`src/design/otb_pkg.sv`:
```
// ----------------------------------------------------------------------------
// otb_pkg
// shared types and constants of the opcode target buffer
// ----------------------------------------------------------------------------
package otb_pkg;

   localparam int unsigned KEY_W    = 8;
   localparam int unsigned TARGET_W = 32;
   localparam int unsigned STEP_W   = 16;
   localparam int unsigned CSR_W    = 32;
   localparam int unsigned CONF_W   = 2;
   localparam int unsigned USAGE_W  = 4;

   localparam logic [CONF_W-1:0]  CONF_MAX   = 2'd3;
   localparam logic [CONF_W-1:0]  CONF_INIT  = 2'd3;
   localparam logic [USAGE_W-1:0] USAGE_MAX  = 4'd8;
   localparam logic [USAGE_W-1:0] USAGE_INIT = 4'd4;

   localparam logic OP_PREDICT = 1'b0;
   localparam logic OP_UPDATE  = 1'b1;

   localparam logic CSR_STEP   = 1'b0;
   localparam logic CSR_RSTART = 1'b1;

   typedef struct packed {
      logic                       op;
      logic [KEY_W-1:0]           opcode;
      logic signed [TARGET_W-1:0] taken_jump;
   } req_type;

   typedef struct packed {
      logic                       entry_found;
      logic signed [TARGET_W-1:0] predicted_target;
   } rsp_type;

endpackage

```
`src/design/opcode_target_buffer_lru.sv`:
```
// ----------------------------------------------------------------------------
// opcode_target_buffer_lru
// fully associative opcode-keyed jump target buffer with recency replacement
// ----------------------------------------------------------------------------
// channel | dir | handshake           | payload
// req     | in  | req_valid/req_stall | req_data  (op, opcode, taken_jump)
// rsp     | out | rsp_valid/rsp_stall | rsp_data  (entry_found, predicted_target)
// csr     | in  | csr_we              | csr_index, csr_wdata
//
// predict item and any update that does not evict: lookup, commit and output
// states after accept; update that evicts from a full table: the victim walk,
// visiting one insertion rank per cycle, lies between lookup and commit
// one item in flight; req_stall is high from accept until the result leaves
// reset is synchronous and clears control and the entry used bits only
// a stalled result holds in the output register
// ----------------------------------------------------------------------------
module opcode_target_buffer_lru import otb_pkg::*; #(
   parameter int unsigned ENTRIES      = 16,
   parameter int unsigned RECENCY_BITS = 32
) (
   input  logic             clock,
   input  logic             reset,
   input  logic             req_valid,
   output logic             req_stall,
   input  req_type          req_data,
   output logic             rsp_valid,
   input  logic             rsp_stall,
   output rsp_type          rsp_data,
   input  logic             csr_we,
   input  logic             csr_index,
   input  logic [CSR_W-1:0] csr_wdata
);

   localparam int unsigned IW = (ENTRIES > 1) ? $clog2(ENTRIES) : 1;
   localparam int unsigned CW = $clog2(ENTRIES + 1);
   localparam int unsigned RB = RECENCY_BITS;

   // sequencer states
   localparam logic [2:0] ST_IDLE   = 3'd0;
   localparam logic [2:0] ST_LOOK   = 3'd1;
   localparam logic [2:0] ST_WALK   = 3'd2;
   localparam logic [2:0] ST_COMMIT = 3'd3;
   localparam logic [2:0] ST_OUT    = 3'd4;

   logic [2:0]          state_ff, state_in;
   req_type             req_ff;
   rsp_type             rsp_ff;
   logic [STEP_W-1:0]   step_ff;
   logic [CSR_W-1:0]    rstart_ff;
   logic [CW-1:0]       count_ff;
   logic [IW-1:0]       walk_ff;      // insertion rank being visited
   logic [IW-1:0]       vict_ff;      // current victim slot
   logic                vset_ff;
   logic [IW-1:0]       slot_ff;      // slot to touch on commit
   logic                touch_ff;     // commit writes the buffer
   logic                alloc_ff;
   logic                found_ff;
   logic [TARGET_W-1:0] pred_ff;

   // cell row
   logic [ENTRIES-1:0]  hit, valid, used, sel, alloc, rdec;
   logic [TARGET_W-1:0] target [ENTRIES];
   logic [IW-1:0]       rank   [ENTRIES];
   logic [RB-1:0]       rec    [ENTRIES];
   logic [IW-1:0]       alloc_rank;
   logic [RB-1:0]       rec_start;
   logic                do_update;

   assign rec_start = RB'(rstart_ff);
   assign do_update = state_ff == ST_COMMIT && touch_ff;

   for (genvar g = 0; g < ENTRIES; g++) begin : g_cell
      otb_cell #(.RB(RB), .IW(IW)) u_cell (
         .clock, .reset,
         .key(req_ff.opcode), .hit(hit[g]), .valid(valid[g]),
         .target(target[g]), .used(used[g]), .rank(rank[g]),
         .recency(rec[g]),
         .do_update, .sel(sel[g]), .alloc(alloc[g]),
         .alloc_rank, .rank_dec(rdec[g]),
         .jump(req_ff.taken_jump), .rec_start
      );
      assign sel[g]   = do_update && slot_ff == IW'(g);
      assign alloc[g] = sel[g] && alloc_ff;
      // on eviction younger entries move up one rank
      assign rdec[g]  = do_update && alloc_ff && count_ff == CW'(ENTRIES)
                        && used[g] && rank[g] > rank[slot_ff];
   end

   assign alloc_rank = (count_ff == CW'(ENTRIES)) ? IW'(ENTRIES - 1) : IW'(count_ff);

   // lookup: matching slot and lowest free slot
   logic          any_hit, any_free;
   logic [IW-1:0] hit_idx, free_idx;
   always_comb begin
      any_hit = 1'b0; hit_idx = '0; any_free = 1'b0; free_idx = '0;
      for (int i = ENTRIES - 1; i >= 0; i--) begin
         if (hit[i]) begin any_hit = 1'b1; hit_idx = IW'(i); end
         if (!used[i]) begin any_free = 1'b1; free_idx = IW'(i); end
      end
   end

   // walk: slot holding the visited rank
   logic [IW-1:0] rk_idx;
   always_comb begin
      rk_idx = '0;
      for (int i = 0; i < ENTRIES; i++)
         if (used[i] && rank[i] == walk_ff) rk_idx = IW'(i);
   end

   logic miss_alloc;
   assign miss_alloc = req_ff.op == OP_UPDATE && !any_hit
                       && req_ff.taken_jump != TARGET_W'(step_ff);

   always_comb begin
      state_in = state_ff;
      unique case (state_ff)
         ST_IDLE:   if (req_valid) state_in = ST_LOOK;
         ST_LOOK:   state_in = (miss_alloc && !any_free) ? ST_WALK : ST_COMMIT;
         ST_WALK:   if (walk_ff == IW'(ENTRIES - 1)) state_in = ST_COMMIT;
         ST_COMMIT: state_in = ST_OUT;
         ST_OUT:    if (!rsp_stall) state_in = ST_IDLE;
         default:   state_in = ST_IDLE;
      endcase
   end

   always_ff @(posedge clock) begin
      if (reset) begin
         state_ff  <= ST_IDLE;
         step_ff   <= STEP_W'(2);
         rstart_ff <= CSR_W'(1024);
         count_ff  <= '0;
      end else begin
         state_ff <= state_in;
         if (csr_we) begin
            unique case (csr_index)
               CSR_STEP:   step_ff   <= csr_wdata[STEP_W-1:0];
               CSR_RSTART: rstart_ff <= csr_wdata;
               default:    ;
            endcase
         end
         if (do_update && alloc_ff && count_ff != CW'(ENTRIES))
            count_ff <= count_ff + 1'b1;
      end
   end

   always_ff @(posedge clock) begin
      unique case (state_ff)
         ST_IDLE: if (req_valid) req_ff <= req_data;
         ST_LOOK: begin
            found_ff <= any_hit;
            pred_ff  <= (req_ff.op == OP_PREDICT && any_hit && valid[hit_idx])
                        ? target[hit_idx] : '0;
            touch_ff <= req_ff.op == OP_UPDATE && (any_hit || miss_alloc);
            alloc_ff <= miss_alloc;
            slot_ff  <= any_hit ? hit_idx : free_idx;
            walk_ff  <= '0;
            vset_ff  <= 1'b0;
         end
         ST_WALK: begin
            // oldest first, then strictly smaller recency among valid entries
            if (!vset_ff || (valid[rk_idx] && rec[rk_idx] < rec[vict_ff])) begin
               vict_ff <= rk_idx;
               slot_ff <= rk_idx;
            end
            vset_ff <= 1'b1;
            walk_ff <= walk_ff + 1'b1;
         end
         ST_COMMIT: begin
            rsp_ff.entry_found      <= found_ff;
            rsp_ff.predicted_target <= pred_ff;
         end
         default: ;
      endcase
   end

   assign req_stall = state_ff != ST_IDLE;
   assign rsp_valid = state_ff == ST_OUT;
   assign rsp_data  = rsp_ff;

   // a result only follows a commit
   a_rsp_after_commit: assert property (@(posedge clock) disable iff (reset)
      $rose(rsp_valid) |-> $past(state_ff) == ST_COMMIT)
      else $error("result without commit");

   // fill count never exceeds the entry count
   a_count_bound: assert property (@(posedge clock) disable iff (reset)
      count_ff <= CW'(ENTRIES))
      else $error("fill count overflow");

   // a touched allocation marks its slot used
   a_alloc_used: assert property (@(posedge clock) disable iff (reset)
      (do_update && alloc_ff) |=> used[$past(slot_ff)])
      else $error("allocated slot not used");

endmodule

```
`src/design/otb_cell.sv`:
```
// ----------------------------------------------------------------------------
// otb_cell
// one buffer entry: key match, training, recency and insertion rank, which
// the victim walk of the buffer reads; the walk is no per-cell search chain
// ----------------------------------------------------------------------------
module otb_cell import otb_pkg::*; #(
   parameter int unsigned RB = 32,
   parameter int unsigned IW = 4
) (
   input  logic                clock,
   input  logic                reset,
   // lookup, evaluated in the lookup cycle
   input  logic [KEY_W-1:0]    key,
   output logic                hit,
   output logic                valid,
   output logic [TARGET_W-1:0] target,
   output logic                used,
   output logic [IW-1:0]       rank,
   output logic [RB-1:0]       recency,
   // commit strobes
   input  logic                do_update,   // decrement recency of the other used entries
   input  logic                sel,         // this entry is touched
   input  logic                alloc,       // this entry is (re)allocated
   input  logic [IW-1:0]       alloc_rank,
   input  logic                rank_dec,    // shift up one rank
   input  logic [TARGET_W-1:0] jump,
   input  logic [RB-1:0]       rec_start
);

   logic                used_ff, valid_ff;
   logic [KEY_W-1:0]    key_ff;
   logic [TARGET_W-1:0] tgt_ff;
   logic [CONF_W-1:0]   conf_ff;
   logic [USAGE_W-1:0]  use_ff;
   logic [RB-1:0]       rec_ff;
   logic [IW-1:0]       rank_ff;

   assign hit     = used_ff && key_ff == key;
   assign valid   = valid_ff;
   assign target  = tgt_ff;
   assign used    = used_ff;
   assign rank    = rank_ff;
   assign recency = rec_ff;

   // training values start from fresh entry when allocating
   logic                v0;
   logic [TARGET_W-1:0] t0;
   logic [CONF_W-1:0]   c0;
   logic [USAGE_W-1:0]  u0;
   logic [RB-1:0]       r0;
   logic                valid_in;
   logic [TARGET_W-1:0] tgt_in;
   logic [CONF_W-1:0]   conf_in;
   logic [USAGE_W-1:0]  use_in;

   always_comb begin
      v0 = alloc ? 1'b1 : valid_ff;
      t0 = alloc ? '0 : tgt_ff;
      c0 = alloc ? CONF_INIT : conf_ff;
      u0 = alloc ? USAGE_INIT : use_ff;
      r0 = alloc ? rec_start : rec_ff;
      valid_in = v0;
      tgt_in   = t0;
      conf_in  = c0;
      use_in   = u0;
      if (v0) begin
         if (t0 == '0) begin
            tgt_in = jump;
         end else if (t0 == jump) begin
            if (c0 < CONF_MAX) conf_in = c0 + 1'b1;
            if (u0 < USAGE_MAX) use_in = u0 + 1'b1;
         end else begin
            if (c0 > 2'd1) begin
               conf_in = c0 - 1'b1;
            end else begin
               conf_in = CONF_INIT;
               tgt_in  = jump;
            end
            if (u0 > '0) use_in = u0 - 1'b1;
            else valid_in = 1'b0;
         end
      end
   end

   always_ff @(posedge clock) begin
      if (reset) begin
         used_ff <= 1'b0;
      end else if (alloc) begin
         used_ff <= 1'b1;
      end
   end

   always_ff @(posedge clock) begin
      if (sel) begin
         valid_ff <= valid_in;
         tgt_ff   <= tgt_in;
         conf_ff  <= conf_in;
         use_ff   <= use_in;
      end
      if (alloc) begin
         key_ff  <= key;
         rank_ff <= alloc_rank;
      end else if (rank_dec) begin
         rank_ff <= rank_ff - 1'b1;
      end
      if (do_update && (used_ff || alloc)) begin
         // the touched entry keeps its count, or takes rec_start when allocated
         rec_ff <= sel ? r0 : rec_ff - 1'b1;
      end
   end

endmodule
```
`config.mk`:
```
export PLATFORM = sky130hd
export DESIGN_NAME = opcode_target_buffer_lru
export DESIGN_NICKNAME = d
export VERILOG_FILES = /design/src/design/otb_pkg.sv /design/src/design/opcode_target_buffer_lru.sv /design/src/design/otb_cell.sv
export SDC_FILE = /design/constraint.sdc
export NUM_CORES = 2
export LEC_CHECK = 0
export BUFFER_PORTS_ARGS = -buffer_cell sky130_fd_sc_hd__buf_4
export CAP_MARGIN = 25
export CELL_PAD_IN_SITES_DETAIL_PLACEMENT = 0
export CELL_PAD_IN_SITES_GLOBAL_PLACEMENT = 2
export CORE_MARGIN = 3
export CORE_UTILIZATION = 28
export CTS_CLUSTER_SIZE = 14
export DETAILED_ROUTE_END_ITERATION = 10
export GPL_TIMING_DRIVEN = 1
export PLACE_DENSITY = 0.56
export SLEW_MARGIN = 20
export SYNTH_ARGS = -nofsm -noshare
export SYNTH_HDL_FRONTEND = slang
export SYNTH_HIERARCHICAL = 1
export SYNTH_SLANG_ARGS = --single-unit
```
`constraint.sdc`:
```
create_clock -name clock -period 7.65 [get_ports clock]
set_input_delay 0.765 -clock clock [delete_from_list [all_inputs] [get_ports clock]]
set_output_delay 0.765 -clock clock [all_outputs]
set_load 0.05 [all_outputs]
```
==> summary.md <==
| Metric | Value |
|---|---|
| Status | complete, no violations |
| Avg Inst Size Synth | 10.3 um^2 |
| Final global-route overflow total | 0 |
| Detailed placer's ending HPWL | 352000 um |
| Share of synthesized registers carrying an async set or reset | 0 |
| DRT antenna net count | 0 |
| Most common cell after layout, fill and taps aside | nand2_1 |
| WL met3 | 23900 um |
| Synthesized cell area | 110000 um^2 |
| Req. time, crit path | 8.22 ns |
| Power consumption | 0.0260 W |
| P_leak | 40.4 nW |
| Starting Density | 0.281 |
| Die height | 634 um |
| Crit Path Class | reg -> reg |
| PwrDens | 207 nW/um^2 |
| Gate count of the mapped netlist | 10.8k |
| Via count | 90.3k |
| H-tree depth | 4 |
| Fin crit period | 7.21 ns |
| DIE AREA | 402000 um^2 |
| I/O pin cnt | 114 |
| Commonest cells after routing, fill and taps aside | 1466 x nand2_1, 1450 x edfxtp_1, 894 x nor2_1 |
| Clock sinks | 1522 |
| Synth-to-layout area growth | 13.5% |
| CTS Buffer Depth | 4 |
| Fillers | 40.0k |
| Setup violators final | 0 |
| Setup total negative slack | 0 ns |
| Die Wd | 634 um |
| Core Box Area | 393000 um^2 |
| RSZ-0062 raised after global routing | no |
| Fin Clk Skew | 0.0794 ns |
| Data arrival, critical path | 7.78 ns |
| Met1 wire length | 219000 um |
| Clock buffer count from CTS | 209 |
| Synthesis warning total | 6 |
| Largest net degree at the start of global routing | 98 |
| Worst Tran Pin Value | 1.18 ns |
| Min-delay worst type | in -> reg |
| Distinct cells, synth | 101 |
| First-pass GRT wire length | 680000 um |
| DR top layer | met5 |
| Crit start category | flip-flop |
| Worst slew margin | 0.211 |
| Worst vdd ir | 0.000250 V |
| Nets | 11.1k |
| Final number of hold-violating endpoints | 0 |
| Critical Path Sink Type | flip-flop |
| Worst-skew pair later-pin latency | 0.94 ns |
| Initial detailed-routing violation count | 8584 |
| Fin crit share | 0.943 |
| Post-synth top flop | edfxtp_1 |
| TritonRoute pass-1 iters | 5 |
| Syn Nets | 11.0k |
| Row cnt | 230 |
| # resized after CTS | 0 |
| MaxCap Viol Count | 0 |
| Max-slew violations | 0 |
| Detailed Route WL | 487000 um |
| Metal2 WL | 224000 um |
| Seq cells post-synth | 1522 |
| CTS tree | done |
| Root buf cell | clkbuf_16 |
| Vias per cell | 5.53 |
| Seq/Total Area, Yosys | 0.407 |
| Largest fanout on the critical path | 34 |
| GP Congestion | 0.921 |
| Initial antenna violation count | 21 |
| Register area | 45000 um^2 |
| FMAX | 0.139 GHz |
| Area of the multi-input gates | 62000 um^2 |
| Clock slew at reported path FFs | 0.06 ns |
| Drc violations | 0 |
| Number of synthesized flops with an enable pin | 1450 |
| WL/cell | 29.9 um |
| PortBufs | 113 |
| Vias in the first global route | 85.9k |
| GRT Overall Usage | 0.234 |
| Layout cells sized above 1 | 0.155 |
==> power by group <==
group	leakage, nW	internal [W]	total [W]	switching [W]
Combinational	23.4	0.00226	0.00595	0.00369
Clock	3.34	0.00581	0.0102	0.00435
Sequential	13.7	0.00943	0.00985	0.000424
==> synthesized netlist by cell type (38+ instances only) <==
cell type  count  share of area
nor4b_1      180          0.014
nor2_1       927          0.031
edfxtp_1    1450           0.39
buf_2         93         0.0042
clkbuf_1     263         0.0089
a21o_1        54         0.0037
o21ai_1       62         0.0028
nor4b_2       75          0.010
a32o_1        65         0.0059
o22a_1        38         0.0030
nand2b_1      71         0.0040
nand2_1     1467          0.050
dfxtp_1       72          0.013
nand3_1      158         0.0072
xnor2_1      665          0.053
and2_1        53         0.0030
nand4_1      242          0.014
mux2i_1      518          0.047
or3_1         91         0.0052
a32oi_1      262          0.021
nor2b_1       95         0.0054
xor2_1       286          0.023
mux2_2        91         0.0093
mux2_4       348          0.047
buf_6         89         0.0091
nor3_1       243          0.011
o21ai_0      790          0.036
a211oi_1      42         0.0029
ha_1         162          0.018
buf_1         46         0.0016
a21oi_1      341          0.015
inv_1        226         0.0077
a22oi_1       75         0.0051
nor4_2        55         0.0062
mux2_1        90         0.0092
mux4_2       181          0.037
and2b_1       60         0.0041
nor4_1       198          0.011
==> path summary, 6_finish.rpt <==
kind         slack (ns)                startpoint  cells past startpoint                         end
min reg2reg        0.43        found_ff$_DFFE_PP_                      0      rsp_data[32]$_DFFE_PP_
max reg2reg        0.44  walk_ff[3]$_SDFFCE_PN0P_                     24        slot_ff[0]$_DFFE_PP_
min                0.09             csr_wdata[18]                      3  rec_start[18]$_SDFFE_PP0P_
max                0.44  walk_ff[3]$_SDFFCE_PN0P_                     24        slot_ff[0]$_DFFE_PP_
==> repair_timing <==
item,CTS,global route
buffers inserted,0,0
endpoints found under the hold margin,44,0
hold buffers,44,0
==> logic make-up (layout without fill, tap and decap cells) <==
| kind of cell | Yosys count | count (layout) | share of synthesized area |
|---|---|---|---|
| DFF | 1522 | 1522 | 0.407 |
| and+or+nand+nor | 4160 | 4160 | 0.197 |
| AOI/OAI and AO/OA | 1968 | 1968 | 0.116 |
| muxes | 1228 | 1228 | 0.150 |
| buffers and inverters | 767 | 1090 | 0.0362 |
| other | 0 | 8 | 0 |
| xor gates and xnor gates | 951 | 951 | 0.0754 |
| adders and majority gates | 162 | 162 | 0.0183 |
==> metrics by stage <==
step                      hold WS, ns  setup WS [ns]  std cells  area [um^2]   util
after global placement          0.413          0.590      15858       118000  0.300
final                          0.0926          0.440      16309       125000  0.319
after detailed placement        0.405          0.568      15864       118000  0.300
after CTS                     0.00213          0.516      16296       125000  0.319
after global routing           0.0480         0.0848      16303       125000  0.319
after floorplan                 0.400           1.37      10758       110000      -
==> metal layers <==
metal	global-route usage	vias up
met2	0.379	2883
li1	-	40785
met1	0.322	46017
met4	0.0886	4
met5	0	-
met3	0.0244	579
==> critical path, stage by stage (launching register included) <==
cell      delay [ns]
edfxtp_1        0.85
buf_4           0.29
xor2_1          0.08
nor3_1          0.18
nand3_1         0.24
o211a_1         0.21
o21ai_2         0.12
or2_1           0.20
and2_4          0.54
buf_4           0.64
mux2i_1         0.30
mux2i_1         0.10
mux2i_1         0.16
ha_1            0.27
a21o_1          0.16
a21o_1          0.17
a21o_1          0.17
a21o_1          0.17
a21oi_1         0.16
nor2b_1         0.06
o21ai_0         0.16
buf_4           0.18
nor4b_1         0.48
o211ai_1        0.22
o21ai_1         0.62
==> area by class of cell <==
| type | count | area share |
|---|---|---|
| Antenna cell | 8 | 0.000160 |
| Clock buffer | 257 | 0.0445 |
| Clock inverter | 131 | 0.0104 |
| Inverter | 233 | 0.00715 |
| Multi-Input combinational cell | 8469 | 0.495 |
| Sequential cell | 1522 | 0.359 |
| Tap cell | 5220 | 0.0521 |
| Timing Repair Buffer | 469 | 0.0323 |
==> registers in the layout (all words and copies together), names as in the netlist, 32 cells and up <==
name                   cells
g_cell.u_cell/rank        64
g_cell.u_cell/recency    512
g_cell.u_cell/key_ff     128
g_cell.u_cell/use_ff      64
rec_start                 32
req_ff                    41
g_cell.u_cell/conf_ff     32
g_cell.u_cell/target     512
rsp_data                  33
pred_ff                   32
Power figures use the tool's default switching activity.
